==> config.mk <==
export PLATFORM = sky130hd
export DESIGN_NAME = rau_div
export DESIGN_NICKNAME = d
export VERILOG_FILES = /design/src/hdl/rau_pkg.sv /design/src/hdl/rau_div.sv
export SDC_FILE = /design/constraint.sdc
export NUM_CORES = 1
export LEC_CHECK = 0
export ABC_AREA = 1
export BUFFER_PORTS_ARGS = -buffer_cell sky130_fd_sc_hd__buf_2
export CORE_ASPECT_RATIO = 0.7
export CORE_UTILIZATION = 55
export CTS_CLUSTER_SIZE = 10
export DETAILED_ROUTE_END_ITERATION = 8
export PLACE_DENSITY = 0.75
export SLEW_MARGIN = 20
export SYNTH_ARGS = -nofsm -noshare
export SYNTH_HDL_FRONTEND = slang
export SYNTH_SLANG_ARGS = --single-unit
==> constraint.sdc <==
create_clock -name clk -period 4.3 [get_ports clk]
set_input_delay 0.86 -clock clk [delete_from_list [all_inputs] [get_ports clk]]
set_output_delay 0.86 -clock clk [all_outputs]
set_load 0.005 [all_outputs]
==> src/hdl/rau_pkg.sv <==
// Shared types and constants for the rational arithmetic unit.
`default_nettype none
package rau_pkg;

  localparam int unsigned PartW = 32;
  localparam int unsigned WideW = 64;
  localparam int unsigned KindW = 3;

  typedef enum logic [KindW-1:0] {
    KIND_ADD = 3'd0,
    KIND_SUB = 3'd1,
    KIND_MUL = 3'd2,
    KIND_DIV = 3'd3,
    KIND_NEG = 3'd4
  } kind_t;

  typedef enum logic [3:0] {
    ST_IDLE,
    ST_MUL,
    ST_PREP,
    ST_GCD,
    ST_GSHIFT,
    ST_NGO,
    ST_NWAIT,
    ST_DGO,
    ST_DWAIT,
    ST_DONE
  } state_t;

endpackage
`default_nettype wire

==> src/hdl/rau_div.sv <==
// Restoring 64-bit unsigned divider, one quotient bit per cycle.
`default_nettype none
module rau_div
  import rau_pkg::*;
(
  input  wire logic             clk,
  input  wire logic             rst,
  input  wire logic             start,
  input  wire logic [WideW-1:0] dividend,
  input  wire logic [WideW-1:0] divisor,
  output logic                  done,
  output logic [WideW-1:0]      quotient
);

  localparam int unsigned CntW = $clog2(WideW + 1);

  logic [WideW-1:0] rem;
  logic [WideW-1:0] dvs;
  logic [CntW-1:0]  cnt;
  logic             busy;
  logic [WideW:0]   trial;
  logic             fits;

  assign trial = {rem, quotient[WideW-1]};
  assign fits  = trial >= {1'b0, dvs};

  always_ff @(posedge clk) begin
    if (rst) begin
      busy <= 1'b0;
      done <= 1'b0;
      cnt  <= '0;
    end else begin
      done <= 1'b0;
      if (start) begin
        busy <= 1'b1;
        cnt  <= CntW'(WideW);
      end else if (busy) begin
        cnt <= cnt - 1'b1;
        if (cnt == CntW'(1)) begin
          busy <= 1'b0;
          done <= 1'b1;
        end
      end
    end
  end

  always_ff @(posedge clk) begin
    if (start) begin
      rem      <= '0;
      dvs      <= divisor;
      quotient <= dividend;
    end else if (busy) begin
      // shift in the next dividend bit, subtract when the divisor fits
      if (fits) begin
        rem <= WideW'(trial - {1'b0, dvs});
      end else begin
        rem <= trial[WideW-1:0];
      end
      quotient <= {quotient[WideW-2:0], fits};
    end
  end

endmodule
`default_nettype wire

==> results.cfg <==
[sta]
setup_tns_ns = 0
drv_slew = 0
post-route-min-period_ns = 3.106
setup_viol = 0
fin_crit_sh = 0.7224
slew_headroom = 0.3660
fin_skew_ns = 0.01690
rsz0062_at_grt = false
fin_hold_ws_ns = 0.4686
fmax_mhz = 321.9
worst_pin_slew_ns = 0.9487
fin_ws_ns = 1.194
hold_violations = 0

[cts]
htreeDepth = 1
cts_max_path_buffers = 3
insertion_delay_ns = 0.54
cts_sinks = 201
numCtsBuffers = 24
cts_tree = done
cts-root-buf = clkbuf_16
post_cts_resized = 0
clk_pin_slew_ns = 0.06
hold_buffers = 0
post_cts.repair.setup_buffers = 0

[run]
max_cap_violations = 0

[power]
p_leak_nw = 9.238
vdd_drop_max_mv = 0.3987
power_density_nw_per_um2 = 288.7
netSwitchingFraction = 0.2651
p_int_mw = 3.490
p_switching_mw = 1.259
comb_power_share = 0.130
sequentialPowerShare = 0.474
finalPower_mw = 4.749
clkPwrFrac = 0.396

[layout]
drive_above_1_share = 0.1221
diodes = 0
nets = 2589
area_delta_synth_final_pct = 13.44
fin_cells = 2764
utilization = 0.6373
design_area_um2 = 16450

[setup_path]
slowest_delay_ns = 0.40
cp-start-kind = register
critPathMaxFanout = 35
crit_chain = inv_1 > ha_1 > nand2_1 > nor2_1 > nand2_1 > nor2_2 > and3_1 > nand2_4 > nand2_4 > buf_12 > nand2_1 > nand3_1 > o21ai_1
path_class = register to register
end_kind = register
crit_path_top_delay_cell = nand2_4
crit_top_cell = nand2_1
worstPathRequired_ns = 4.71
crit_arrival_ns = 3.51

[global_route]
antenna_found_initial = 0
grt_start_max_net_pins = 64
grt_pass1_vias = 12660
grt.overflow.total = 0
grt_use_total = 0.3527
grt_pass1_wl_um = 71790

[floorplan]
rows = 49
io_pins = 196
die_h_um = 137.9
die_width_um = 196.1
die-area_um2 = 27030
initial_core_util = 0.5618
core_area_um2 = 25810

[hold_path]
hold_class = register to register

[placed_design]
post-place-cells = 2722
gp_congestion = 1.084
dp_hpwl_um = 38700
io_buffers = 195
placedInstanceArea_um2 = 15740
dp_slack_ns = 1.281

[yosys]
yosysSeqAreaShare = 0.3659
synth_nets = 2403
ys_warn_count = 0
syn_inst = 2205
avgSynthCellArea_um2 = 6.576
synth_area_um2 = 14500
ys_ff_latch = 201
synthDistinctLibCells = 41

[drt]
antenna_left = 0
wl_per_cell_um = 17.61
viasPerCell = 5.213
routed_wl_um = 48670
drt_iter0_markers = 1633
dr.pass1.iters = 5
via_count = 14410
drcViolationCount = 0

[status]
outcome = finished, final reports clean
## cells in the mapped netlist
master,n,area share
nor2_2,17,0.0073
a211oi_1,1,0.00052
inv_2,5,0.0013
o21ai_1,17,0.0059
buf_2,6,0.0021
a31oi_1,1,0.00043
fa_1,1,0.0014
nor4_1,2,0.00086
o41ai_1,1,0.00060
o21a_1,2,0.0010
and3_1,1,0.00043
or2_2,2,0.00086
edfxtp_1,128,0.27
buf_6,12,0.0093
nor3_1,21,0.0072
nand3_1,151,0.052
nor2_1,107,0.028
inv_1,439,0.11
dfxtp_1,73,0.10
nand2_1,913,0.24
ha_1,66,0.057
a21o_1,2,0.0010
buf_4,6,0.0031
nand3_2,15,0.010
xor2_1,4,0.0024
a21oi_1,56,0.019
xnor2_1,29,0.018
a21oi_2,1,0.00060
o21bai_1,9,0.0047
nand2_2,9,0.0039
buf_1,3,0.00078
nand3b_1,27,0.014
nand2_4,3,0.0023
clkinv_1,2,0.00052
o21bai_4,1,0.0013
and2_0,1,0.00043
and2_1,1,0.00043
o21ai_0,27,0.0093
nor2_4,3,0.0023
nand4_1,20,0.0086
clkbuf_1,20,0.0052
## sequential cells by signal, summed over array words and instances, names as in the netlist
name,flops
busy,1
cnt,7
done,1
dvs,64
quotient,64
rem,64
## final cells by class
type | instances | area (um2)
fillers | 2411 | 9363
clock buffers | 40 | 681.9
multi-input cells | 1511 | 7234
well taps | 357 | 446.7
inverters | 446 | 1675
clock inverters | 2 | 23.77
flip-flops and latches | 201 | 5305
repair buffers | 207 | 1081
## cells by family after synthesis
group	count (synthesis)	synth area share
flip-flops	201	0.3659
adder cells (fa/ha/maj)	67	0.05833
AO/OA/AOI/OAI	118	0.04470
buffers and inverters	493	0.1359
XOR/XNOR	33	0.01993
AND/OR/NAND/NOR	1293	0.3753
## power groups by stage
stage / sequential (mW) / clock (mW) / combinational (mW)
2_1_floorplan: 2.29 / 0 / 0.338
3_3_place_gp: 2.28 / 0 / 0.591
3_5_place_dp: 2.28 / 0 / 0.603
4_1_cts: 2.25 / 1.90 / 0.608
5_1_grt: 2.26 / 1.97 / 0.683
6_report: 2.25 / 1.88 / 0.620
## cell usage in the layout (no fill, tap or decap), types with 29 or more instances in the layout
| cell type | Yosys | routed |
|---|---|---|
| a21oi_1 | 56 | 56 |
| nor2_1 | 107 | 105 |
| xnor2_1 | 29 | 29 |
| buf_2 | 6 | 194 |
| nand3_1 | 151 | 151 |
| dfxtp_1 | 73 | 73 |
| inv_1 | 439 | 438 |
| edfxtp_1 | 128 | 128 |
| ha_1 | 66 | 66 |
| nand2_1 | 913 | 913 |
## routing by layer
layer / track usage / routed length, um / vias to the layer above
li1: - / - / 7128
met1: 0.5599 / 23720 / 6539
met2: 0.4763 / 18730 / 689
met3: 0.08025 / 5427 / 53
met4: 0.06814 / 792 / 0
met5: 0 / 0 / -
## worst paths after layout
check	start	to	slack [ns]	cells past startpoint
setup reg to reg	dvs[40]	rem[24]	1.19	13
hold reg to reg	cnt[6]	cnt[6]	0.47	2
hold / removal	cnt[6]	cnt[6]	0.47	2
setup / recovery	dvs[40]	rem[24]	1.19	13
## critical path: cells and delay by family, from the launching register on
family | cells | cell delay, ns
DFF | 1 | 0.34
adders and majority gates | 1 | 0.36
buffers and inverters | 2 | 0.31
AOI/OAI and AO/OA | 1 | 0.08
and+or+nand+nor | 9 | 1.83
No activity file was read; power rests on OpenSTA's default activity.
